### config.mk
export PLATFORM = sky130hd
export DESIGN_NAME = lsf_ctrl
export DESIGN_NICKNAME = d
export VERILOG_FILES = /design/src/hw/rtl/lsf_pkg.sv /design/src/hw/rtl/lsf_ctrl.sv
export SDC_FILE = /design/constraint.sdc
export NUM_CORES = 1
export LEC_CHECK = 0
export ABC_CLOCK_PERIOD_IN_PS = 4300
export BUFFER_PORTS_ARGS = -buffer_cell sky130_fd_sc_hd__buf_2
export CAP_MARGIN = 20
export CORE_ASPECT_RATIO = 0.75
export CORE_MARGIN = 1
export CORE_UTILIZATION = 32
export DETAILED_ROUTE_END_ITERATION = 10
export PLACE_DENSITY = 0.54
export SLEW_MARGIN = 15
export SYNTH_ARGS = -nofsm -noshare
export SYNTH_HDL_FRONTEND = slang
export SYNTH_SLANG_ARGS = --single-unit
export TNS_END_PERCENT = 1
### constraint.sdc
create_clock -name clock -period 4.3 [get_ports clock]
set_input_delay 0.215 -clock clock [delete_from_list [all_inputs] [get_ports clock]]
set_output_delay 0.215 -clock clock [all_outputs]
set_load 0.02 [all_outputs]
### src/hw/rtl/lsf_pkg.sv
// Shared types and constants of the line fit block.
`default_nettype none
package lsf_pkg;
   localparam int POINTS_DEF = 4;
   localparam int XW = 24;
   localparam int SW = 27;
   localparam int PW = 50;
   localparam int MW = 27;
   localparam int MPW = 2 * MW;
   localparam int DENW = 56;
   localparam int ACCW = 80;
   localparam int QW = 26;
   localparam int QMW = 25;
   localparam int SPLIT = 25;
   localparam int FRAC = 12;
   localparam int SCALE_MUL = 621;
   localparam int SCALE_DIV = 1000;

   typedef enum logic [1:0] {
      CMD_LOAD = 2'd0,
      CMD_QUERY = 2'd1,
      CMD_CLEAR = 2'd2,
      CMD_NONE = 2'd3
   } cmd_type;

   typedef enum logic [1:0] {
      STAT_OK = 2'd0,
      STAT_RANGE = 2'd1,
      STAT_NOT_READY = 2'd2,
      STAT_DEGEN = 2'd3
   } status_type;

   typedef enum logic [4:0] {
      OP_NONE, OP_CAPTURE, OP_CLEAR,
      OP_LD_SCALE, OP_DIV_X, OP_X_TAKE,
      OP_Q_SCALE, OP_DIV_Q, OP_Q_TAKE,
      OP_LD_XX, OP_LD_XY, OP_LD_ACC,
      OP_FIT_SXSX, OP_FIT_DEN, OP_FIT_DEGEN, OP_FIT_SXSY, OP_FIT_SNUM,
      OP_DIV_SLOPE, OP_SLOPE_TAKE,
      OP_IN_M1, OP_IN_M2, OP_IN_M3, OP_IN_M4, OP_IN_M5,
      OP_DIV_ICPT, OP_ICPT_TAKE,
      OP_Q_MUL, OP_Q_OUT
   } dp_op_type;

   typedef struct packed {
      dp_op_type op;
   } dp_cmd_type;

   typedef struct packed {
      logic miles;
      logic count_full;
      logic den_zero;
      logic div_done;
      logic rsp_free;
   } dp_stat_type;

   typedef enum logic [4:0] {
      S_IDLE,
      S_LD_SCALE, S_LD_DIV_GO, S_LD_DIV_WAIT,
      S_LD_XX, S_LD_XY, S_LD_ACC, S_LD_DONE,
      S_FIT_SXSX, S_FIT_DEN, S_FIT_CHECK, S_FIT_SXSY, S_FIT_SNUM,
      S_SLOPE_GO, S_SLOPE_WAIT,
      S_IN_M1, S_IN_M2, S_IN_M3, S_IN_M4, S_IN_M5,
      S_ICPT_GO, S_ICPT_WAIT,
      S_Q_SCALE, S_Q_DIV_GO, S_Q_DIV_WAIT, S_Q_MUL, S_Q_OUT
   } ctrl_state_type;
endpackage
`default_nettype wire

### src/hw/rtl/lsf_ctrl.sv
// Controller: sequences load, fit, clear and query operations.
`default_nettype none
module lsf_ctrl (
   input  logic clock,
   input  logic reset,
   input  logic req_valid,
   input  logic [1:0] req_command,
   input  logic req_other_unit,
   output logic req_ready,
   input  lsf_pkg::dp_stat_type stat,
   output lsf_pkg::dp_cmd_type cmd
);
   import lsf_pkg::*;

   ctrl_state_type state_ff, state_in;

   always_ff @(posedge clock) begin
      if (reset) begin
         state_ff <= S_IDLE;
      end else begin
         state_ff <= state_in;
      end
   end

   always_comb begin
      state_in = state_ff;
      cmd.op = OP_NONE;
      req_ready = 1'b0;
      case (state_ff)
         S_IDLE: begin
            req_ready = 1'b1;
            if (req_valid) begin
               case (req_command)
                  CMD_LOAD: begin
                     cmd.op = OP_CAPTURE;
                     if (!stat.count_full) begin
                        state_in = stat.miles ? S_LD_SCALE : S_LD_XX;
                     end
                  end
                  CMD_QUERY: begin
                     cmd.op = OP_CAPTURE;
                     state_in = req_other_unit ? S_Q_SCALE : S_Q_MUL;
                  end
                  CMD_CLEAR: cmd.op = OP_CLEAR;
                  default: ;
               endcase
            end
         end
         S_LD_SCALE: begin
            cmd.op = OP_LD_SCALE;
            state_in = S_LD_DIV_GO;
         end
         S_LD_DIV_GO: begin
            cmd.op = OP_DIV_X;
            state_in = S_LD_DIV_WAIT;
         end
         S_LD_DIV_WAIT: begin
            if (stat.div_done) begin
               cmd.op = OP_X_TAKE;
               state_in = S_LD_XX;
            end
         end
         S_LD_XX: begin
            cmd.op = OP_LD_XX;
            state_in = S_LD_XY;
         end
         S_LD_XY: begin
            cmd.op = OP_LD_XY;
            state_in = S_LD_ACC;
         end
         S_LD_ACC: begin
            cmd.op = OP_LD_ACC;
            state_in = S_LD_DONE;
         end
         S_LD_DONE: state_in = stat.count_full ? S_FIT_SXSX : S_IDLE;
         S_FIT_SXSX: begin
            cmd.op = OP_FIT_SXSX;
            state_in = S_FIT_DEN;
         end
         S_FIT_DEN: begin
            cmd.op = OP_FIT_DEN;
            state_in = S_FIT_CHECK;
         end
         S_FIT_CHECK: begin
            if (stat.den_zero) begin
               cmd.op = OP_FIT_DEGEN;
               state_in = S_IDLE;
            end else begin
               state_in = S_FIT_SXSY;
            end
         end
         S_FIT_SXSY: begin
            cmd.op = OP_FIT_SXSY;
            state_in = S_FIT_SNUM;
         end
         S_FIT_SNUM: begin
            cmd.op = OP_FIT_SNUM;
            state_in = S_SLOPE_GO;
         end
         S_SLOPE_GO: begin
            cmd.op = OP_DIV_SLOPE;
            state_in = S_SLOPE_WAIT;
         end
         S_SLOPE_WAIT: begin
            if (stat.div_done) begin
               cmd.op = OP_SLOPE_TAKE;
               state_in = S_IN_M1;
            end
         end
         S_IN_M1: begin
            cmd.op = OP_IN_M1;
            state_in = S_IN_M2;
         end
         S_IN_M2: begin
            cmd.op = OP_IN_M2;
            state_in = S_IN_M3;
         end
         S_IN_M3: begin
            cmd.op = OP_IN_M3;
            state_in = S_IN_M4;
         end
         S_IN_M4: begin
            cmd.op = OP_IN_M4;
            state_in = S_IN_M5;
         end
         S_IN_M5: begin
            cmd.op = OP_IN_M5;
            state_in = S_ICPT_GO;
         end
         S_ICPT_GO: begin
            cmd.op = OP_DIV_ICPT;
            state_in = S_ICPT_WAIT;
         end
         S_ICPT_WAIT: begin
            if (stat.div_done) begin
               cmd.op = OP_ICPT_TAKE;
               state_in = S_IDLE;
            end
         end
         S_Q_SCALE: begin
            cmd.op = OP_Q_SCALE;
            state_in = S_Q_DIV_GO;
         end
         S_Q_DIV_GO: begin
            cmd.op = OP_DIV_Q;
            state_in = S_Q_DIV_WAIT;
         end
         S_Q_DIV_WAIT: begin
            if (stat.div_done) begin
               cmd.op = OP_Q_TAKE;
               state_in = S_Q_MUL;
            end
         end
         S_Q_MUL: begin
            cmd.op = OP_Q_MUL;
            state_in = S_Q_OUT;
         end
         S_Q_OUT: begin
            if (stat.rsp_free) begin
               cmd.op = OP_Q_OUT;
               state_in = S_IDLE;
            end
         end
         default: state_in = S_IDLE;
      endcase
   end
endmodule
`default_nettype wire

==> results of run 1 <==
[critical path, stage by stage, from the launching register on]
cell	delay, ps
dfxtp_1	820
or2_2	260
a21boi_0	160
o21ai_0	90
a221oi_1	290
o2111ai_1	150
buf_2	180
[final timing paths]
| check | from | endpoint | slack, ps | cells past startpoint |
|---|---|---|---|---|
| setup reg to reg | state_ff[4]$_SDFFE_PP0P_ | state_ff[0]$_SDFFE_PP0P_ | 2010 | 5 |
| setup / recovery | state_ff[3]$_SDFFE_PP0P_ | cmd[1] | 1890 | 6 |
| hold / removal | reset | state_ff[3]$_SDFFE_PP0P_ | 200 | 2 |
| hold reg to reg | state_ff[4]$_SDFFE_PP0P_ | state_ff[4]$_SDFFE_PP0P_ | 810 | 2 |
[routing by layer]
metal,routed length (um),share of wire
met3,122,0.048
met5,0,0
met4,0,0
met2,1140,0.44
met1,1300,0.51
[metrics by stage]
stage	util	setup slack (ps)	total power [mW]	instances
after floorplan	-	2510	0.515	129
after global placement	0.365	2060	0.618	171
after detailed placement	0.365	2060	0.619	171
after CTS	0.375	1890	0.677	175
after global routing	0.375	1680	0.736	175
final	0.375	1890	0.677	175
[where the power goes]
part | internal [mW] | switching (mW) | total, mW | leakage, nW
Combinational | 0.201 | 0.258 | 0.459 | 0.303
Sequential | 0.0633 | 0.100 | 0.163 | 0.0411
Clock | 0.0351 | 0.0197 | 0.0548 | 0.0150
[cells in the final DEF (no fill, tap or decap), types with 2 or more instances in the layout]
cell type	netlist	layout
nor4bb_1	3	3
o22ai_1	2	2
inv_1	4	4
buf_2	8	16
nor3b_1	2	2
o21ai_0	12	12
nand2_1	14	14
mux2i_1	3	3
nand2b_1	5	5
nor2b_1	8	8
o211ai_1	2	2
nor3_1	2	2
o2111ai_1	2	2
a21oi_1	11	11
a21boi_0	2	2
clkbuf_4	0	3
a221oi_1	2	2
nand3_1	3	3
nor2_1	13	13
dfxtp_1	5	5
a211oi_1	2	2
[area by class of cell]
class | instances | area share
clock buffers | 4 | 0.0269
inverters | 4 | 0.0154
multi-input cells | 110 | 0.727
flip-flops and latches | 5 | 0.102
well taps | 36 | 0.0461
repair buffers | 16 | 0.0819
[kinds of logic after synthesis]
logic type / count (synthesis) / share of synthesized area
muxes: 3 / 0.0341
AOI/OAI and AO/OA: 46 / 0.354
and+or+nand+nor: 61 / 0.419
buffers and inverters: 14 / 0.0795
DFF: 5 / 0.114
==> results.json, run 1 <==
{
  "fp.dieW_um": 62.6,
  "routed_wl_um": 2560,
  "drc": 0,
  "clock_latency_ps": 240,
  "hp-class": "in2reg",
  "cts_made_buffers": 3,
  "drtAntennaViolNets": 0,
  "synth-edff-count": 0,
  "synth_cell_types": 44,
  "drv_cap": 0,
  "final_max_slew_viol_count": 0,
  "drive_gt1_frac": 0.194,
  "largest_register_ffs": 5,
  "multi_input_area_um2": 711,
  "cts_tree": "done",
  "num_rows": 16,
  "vias": 1008,
  "viasPerCell": 5.76,
  "use_met1": 0.268,
  "crit_path_start_kind": "flop",
  "area_growth_pct": 10.9,
  "critPathMaxFanout": 23,
  "n_antenna_cell": 0,
  "ys_async_sr_fraction": 0,
  "cts.htree.levels": 1,
  "yosysMostFrequentCell": "nand2_1",
  "seq_area_frac_synth": 0.114,
  "synth.largest_area_cell": "dfxtp_1",
  "cts.clk_slew.worst_paths_ps": 50,
  "tightest_slew_ps": 855,
  "place.gp.congestion": 0.800,
  "use_met3": 0.0190,
  "fin_crit_sh": 0.560,
  "irDropWorstVdd_v": 0.000195,
  "hold_slack_ps": 197,
  "dpl_cell_area_um2": 951,
  "wire_per_inst_um": 14.6,
  "p_per_area_nw_per_um2": 693,
  "overflow": 0,
  "cts-root-buf": "clkbuf_4",
  "port_buffers": 16,
  "fmax_mhz": 415,
  "post_cts_buffers": 0,
  "coreArea_um2": 2600,
  "endpoint_kind": "output port",
  "period_minus_slack_ps": 2410,
  "dpl.hpwl_um": 1830,
  "ys_warn_count": 0,
  "fin_setup_tns_ps": 0,
  "reg_top3": "state_ff (5)",
  "syn-instance-count": 129,
  "synth_top_cells_by_area": "dfxtp_1 (11%), o21ai_0 (6.8%), a21oi_1 (6.3%), nand2_1 (6.0%), nor2b_1 (5.7%)",
  "regMostFlops": "state_ff",
  "final_area_um2": 977,
  "first_iter_violations": 47,
  "ctsHoldBuffers": 0,
  "nFillCells": 285,
  "power_leakage_nw": 0.359,
  "finalHoldViolCount": 0,
  "top_usage_layer": "met2",
  "seqCellArea_um2": 100,
  "io_pins": 17,
  "cts_buffer_depth": 2,
  "use_met2": 0.289,
  "maxSlewHeadroom": 0.429,
  "dieHeight_um": 47.4,
  "path_class": "reg2out",
  "synth_seq_cells": 5,
  "clock_sinks": 5,
  "grt_pass1_wl_um": 4130,
  "status": "finished clean",
  "post_cts_resized": 0,
  "ys.flop_type": "dfxtp_1",
  "die_area_um2": 2970,
  "cp.arrival_ps": 2190,
  "antenna_found_initial": 0,
  "grt_pass1_vias": 809,
  "required_ps": 4090,
  "drtPass1Iterations": 4,
  "nets": 151,
  "grt_max_degree": 26,
  "grtUsageTotal": 0.179,
  "syn_area_um2": 881,
  "avgSynthCellArea_um2": 6.83,
  "synth_common_cells": "nand2_1 (14), nor2_1 (13), o21ai_0 (12)",
  "synth_top_area_frac": 0.114,
  "fin_worst_skew_ps": 4.95,
  "rsz0062_at_grt": "no",
  "setup_viol": 0,
  "syn_nets": 140,
  "initial_utilization": 0.338
}
Note: power is estimated with default switching activity, not from simulation.
==> run 2, diff against run 1 <==
- ABC_AREA: unset -> 1
- ABC_CLOCK_PERIOD_IN_PS: 4300 -> 2410
- PLACE_DENSITY: 0.54 -> 0.53
- clock period: 4.3 -> 2.41 ns (I/O delays scaled with it)
==> run 2 against run 1 <==
Against the previous run:
- sequential share of layout area fell by 1.8 points
- synthesized cell count increased by 47%
- first-iteration DRC count increased by 110%
- global-route usage increased by 1.7 points
- utilization grew 1.3 points
- largest power group unchanged
- sequential cell count unchanged
- cell area up 22%
==> results.json, run 2 <==
{
  "syn_area_um2": 1070,
  "largest_register_ffs": 5,
  "status": "finished clean",
  "hold_slack_ps": 123,
  "combPwrFrac": 0.746,
  "path_class": "reg2out",
  "ys_async_sr_fraction": 0,
  "nets": 218,
  "fin_crit_sh": 0.815,
  "critPathMaxFanout": 9,
  "cts_made_buffers": 3,
  "power_leakage_nw": 0.663,
  "hp-class": "in2reg",
  "switching_power_mw": 0.819,
  "area_growth_pct": 11.6,
  "dpl.hpwl_um": 2650,
  "required_ps": 2290,
  "synth_common_cells": "nand2_1 (58), nor2_1 (22), nand3_1 (19)",
  "crit_path_start_kind": "flop",
  "vias": 1279,
  "port_buffers": 16,
  "cts.htree.levels": 1,
  "synth_top_cells_by_area": "nand2_1 (20%), dfxtp_1 (9.4%), nand3_1 (8.9%), nor2_1 (7.7%), nor2_2 (6.5%)",
  "drtPass1Iterations": 4,
  "post_cts_buffers": 0,
  "initial_utilization": 0.348,
  "antenna_found_initial": 0,
  "p_sw_frac": 0.590,
  "seq_area_frac_synth": 0.0939,
  "p_int_mw": 0.569,
  "slowest_delay_ps": 570,
  "final_max_slew_viol_count": 0,
  "num_rows": 17,
  "ys_warn_count": 0,
  "synth_seq_cells": 5,
  "synth_cell_types": 27,
  "clock_sinks": 5,
  "critical_path.slowest_cell": "dfxtp_1",
  "setup_viol": 0,
  "path_buf_inv": 2,
  "period_minus_slack_ps": 1960,
  "die_area_um2": 3570,
  "grtUsageTotal": 0.195,
  "fin_setup_tns_ps": 0,
  "viasPerCell": 5.24,
  "nFillCells": 351,
  "drc": 0,
  "cp.arrival_ps": 1840,
  "seqCellArea_um2": 100,
  "grt_max_degree": 11,
  "cts-root-buf": "clkbuf_8",
  "dieHeight_um": 52.0,
  "synth_top_area_frac": 0.204,
  "avgSynthCellArea_um2": 5.61,
  "syn_nets": 201,
  "irDropWorstVdd_v": 0.000397,
  "fp.dieW_um": 68.6,
  "regMostFlops": "state_ff",
  "mostFrequentLayoutCell": "nand2_1",
  "crit_family": "simple AND/OR/NAND/NOR gates",
  "cts_tree": "done",
  "drive_gt1_frac": 0.267,
  "cts.clk_slew.worst_paths_ps": 30,
  "clock_latency_ps": 220,
  "multi_input_area_um2": 802,
  "maxSlewHeadroom": 0.702,
  "yosysMostFrequentCell": "nand2_1",
  "place.gp.congestion": 0.939,
  "io_pins": 17,
  "rsz0062_at_grt": "no",
  "drtAntennaViolNets": 0,
  "finalHoldViolCount": 0,
  "post_cts_resized": 0,
  "first_iter_violations": 99,
  "grt_pass1_wl_um": 5180,
  "routed_wl_um": 3120,
  "drv_cap": 0,
  "fin_worst_skew_ps": 0.883,
  "grt_pass1_vias": 1127,
  "wire_per_inst_um": 12.8,
  "seq_power_share": 0.145,
  "path_common_cell": "nand2_2",
  "n_antenna_cell": 0,
  "ctsHoldBuffers": 0,
  "p_per_area_nw_per_um2": 1170,
  "endpoint_kind": "output port",
  "overflow": 0,
  "syn-instance-count": 190,
  "synth.largest_area_cell": "nand2_1",
  "final_cell_mix": "nand2_1 (58), nor2_1 (22), nand3_1 (19)",
  "coreArea_um2": 3060,
  "reg_top3": "state_ff (5)",
  "synth-edff-count": 0,
  "tightest_slew_ps": 446,
  "ys.flop_type": "dfxtp_1",
  "clkPwrFrac": 0.109,
  "crit_chain": "inv_2 -> nand2_2 -> nor2_2 -> nand2_2 -> nand3_1 -> nor3_1 -> nand4_1 -> buf_2",
  "cts_buffer_depth": 2,
  "fmax_mhz": 509
}
run 2: cell count changes after synthesis, sizes merged, moves of 4 or more:
cell | previous run | this run
buf | 9 | 5
inv | 4 | 24
nand2 | 14 | 68
nand2b | 6 | 0
nand3 | 3 | 22
nor2 | 13 | 34
nor2b | 8 | 0
o21ai | 13 | 7
run 2: layout make-up:
class | count | share of cell area
repair buffers | 17 | 0.0736
inverters | 24 | 0.0904
clock buffers | 4 | 0.0379
flip-flops and latches | 5 | 0.0841
multi-input cells | 156 | 0.674
well taps | 38 | 0.0400
run 2: final timing paths:
check,from,endpoint,slack [ps],cells past startpoint
setup / recovery,state_ff[1]$_SDFFE_PP0P_,cmd[0],450,8
hold / removal,reset,state_ff[0]$_SDFFE_PP0P_,120,2
setup reg to reg,state_ff[4]$_SDFFE_PP0P_,state_ff[2]$_SDFFE_PP0P_,710,9
hold reg to reg,state_ff[2]$_SDFFE_PP0P_,state_ff[2]$_SDFFE_PP0P_,620,2
run 2: metrics by stage:
stage / area (um2) / util / setup slack (ps) / cells / total power, mW
2_1_floorplan: 1070 / - / 1100 / 190 / 1.01
3_3_place_gp: 1140 / 0.374 / 640 / 240 / 1.26
3_5_place_dp: 1140 / 0.374 / 721 / 240 / 1.23
4_1_cts: 1190 / 0.388 / 475 / 244 / 1.38
5_1_grt: 1190 / 0.388 / 318 / 244 / 1.51
6_report: 1190 / 0.388 / 447 / 244 / 1.39
run 2: logic make-up after synthesis:
| logic type | count (synthesis) | synth area share |
|---|---|---|
| buf+inv | 29 | 0.154 |
| simple gates | 131 | 0.606 |
| compound gates | 25 | 0.147 |
| flops | 5 | 0.0939 |
run 2: power by group through the flow:
stage | Combinational (mW) | Clock (mW) | Sequential, mW
floorplan | 0.885 | 0 | 0.122
global placement | 1.06 | 0 | 0.201
detailed placement | 1.03 | 0 | 0.199
CTS | 1.03 | 0.155 | 0.199
global route | 1.14 | 0.163 | 0.207
finish | 1.04 | 0.152 | 0.201
run 2: per-layer routing:
layer	vias to the layer above	global-route usage	wire (um)
met1	555	0.290	1510
met2	72	0.265	1210
met4	0	0.0451	49
met3	4	0.0614	349
met5	-	0	0
li1	648	-	-
==> run 3, diff against run 2 <==
- ABC_AREA: 1 -> 0
- ABC_CLOCK_PERIOD_IN_PS: 2410 -> 1900
- PLACE_DENSITY: 0.53 -> 0.54
- clock period: 2.41 -> 1.9 ns (I/O delays scaled with it)
==> run 3 against run 2 <==
Against the previous run:
- register-to-register slack worse by 560 ps
- wire length is 14% lower
- critical path depth is 2 lower
- critical endpoint is now cmd[1]
- highest routed layer unchanged
==> results.json, run 3 (synthesis gave the netlist of run 1 again) <==
{
  "status": "finished clean",
  "dpl_cell_area_um2": 1100,
  "period_minus_slack_ps": 1790,
  "cts.clk_slew.worst_paths_ps": 40,
  "p_per_area_nw_per_um2": 1570,
  "mostFrequentLayoutCell": "buf_4",
  "grtUsageTotal": 0.186,
  "hp-class": "in2reg",
  "crit_path_start_kind": "flop",
  "grt_pass1_wl_um": 4350,
  "dpl.hpwl_um": 2070,
  "cts_buffer_depth": 2,
  "final_cell_mix": "buf_4 (16), buf_2 (15), nand2_1 (13), nor2_1 (13)",
  "regMostFlops": "state_ff",
  "place_ws_ps": 120,
  "cts.htree.levels": 1,
  "power_leakage_nw": 0.453,
  "dieHeight_um": 47.4,
  "nets": 168,
  "grt_pass1_vias": 888,
  "rsz0062_at_grt": "no",
  "antenna_found_initial": 0,
  "fin_setup_tns_ps": 0,
  "cts_tree": "done",
  "port_buffers": 16,
  "vias": 1074,
  "wire_per_inst_um": 14.0,
  "die_area_um2": 2970,
  "irDropWorstVdd_v": 0.000549,
  "clock_sinks": 5,
  "tightest_slew_ps": 426,
  "drtAntennaViolNets": 0,
  "grt_max_degree": 17,
  "fin_worst_skew_ps": 3.14,
  "drv_cap": 0,
  "hold_slack_ps": 77.1,
  "num_rows": 16,
  "cts_made_buffers": 3,
  "utilization": 0.439,
  "drtPass1Iterations": 4,
  "first_iter_violations": 55,
  "cts-root-buf": "clkbuf_4",
  "io_pins": 17,
  "routed_wl_um": 2690,
  "fin_crit_sh": 0.943,
  "initial_utilization": 0.338,
  "final_area_um2": 1140,
  "fmax_mhz": 558,
  "viasPerCell": 5.59,
  "area_growth_pct": 29.8,
  "clock_latency_ps": 240,
  "fp.dieW_um": 62.6,
  "required_ps": 1800,
  "critPathMaxFanout": 8,
  "path_class": "reg2out",
  "drive_gt1_frac": 0.308,
  "layoutNonFillerInstCount": 192,
  "largest_register_ffs": 5,
  "drc": 0,
  "endpoint_kind": "output port",
  "ctsHoldBuffers": 0,
  "final_max_slew_viol_count": 0,
  "maxSlewHeadroom": 0.715,
  "reg_top3": "state_ff (5)",
  "n_antenna_cell": 0,
  "cp.arrival_ps": 1700,
  "dp_cells": 187,
  "power_mw": 1.79,
  "place.gp.congestion": 0.911,
  "setup_viol": 0,
  "coreArea_um2": 2600,
  "finalHoldViolCount": 0,
  "timing.final.ws_setup_ps": 109,
  "overflow": 0
}
[run 3: cell type report]
cell class / count / area (um2)
clock buffers: 4 / 26.3
fillers: 281 / 1460
inverters: 4 / 15.0
multi-input cells: 110 / 713
flip-flops and latches: 5 / 109
well taps: 36 / 45.0
repair buffers: 33 / 235
[run 3: where the power goes]
part	switching [mW]	leakage, nW	total (mW)	internal, mW
sequential	0.0774	0.0428	0.231	0.154
combinational	0.785	0.395	1.44	0.656
clock	0.0421	0.0150	0.121	0.0793
[run 3: path summary, 6_finish.rpt]
path / slack [ps] / endpoint / cells past startpoint / start
max: 110 / cmd[1] / 6 / state_ff[3]$_SDFFE_PP0P_
min: 80 / state_ff[3]$_SDFFE_PP0P_ / 2 / reset
max reg2reg: 150 / state_ff[3]$_SDFFE_PP0P_ / 7 / state_ff[4]$_SDFFE_PP0P_
min reg2reg: 730 / state_ff[4]$_SDFFE_PP0P_ / 3 / state_ff[4]$_SDFFE_PP0P_
[run 3: worst max-delay path, stage by stage, from the launching register on]
cell       delay (ps)
dfxtp_4           360
or2_2             320
a21boi_0          130
o21ai_0           160
a221oi_1          110
o2111ai_1         200
buf_4             170
[run 3: repair_timing]
action	4_1_cts	5_1_grt
buffers inserted	1	0
resized for setup	1	7
pin swaps	1	0
setup endpoints to repair	1	4
[run 3: routing by layer]
| metal | up-vias | wire, um | track usage |
|---|---|---|---|
| met5 | - | 0 | 0 |
| met4 | 0 | 8 | 0 |
| met3 | 2 | 195 | 0.0333 |
| met2 | 45 | 1160 | 0.315 |
| met1 | 496 | 1330 | 0.267 |
| li1 | 531 | - | - |
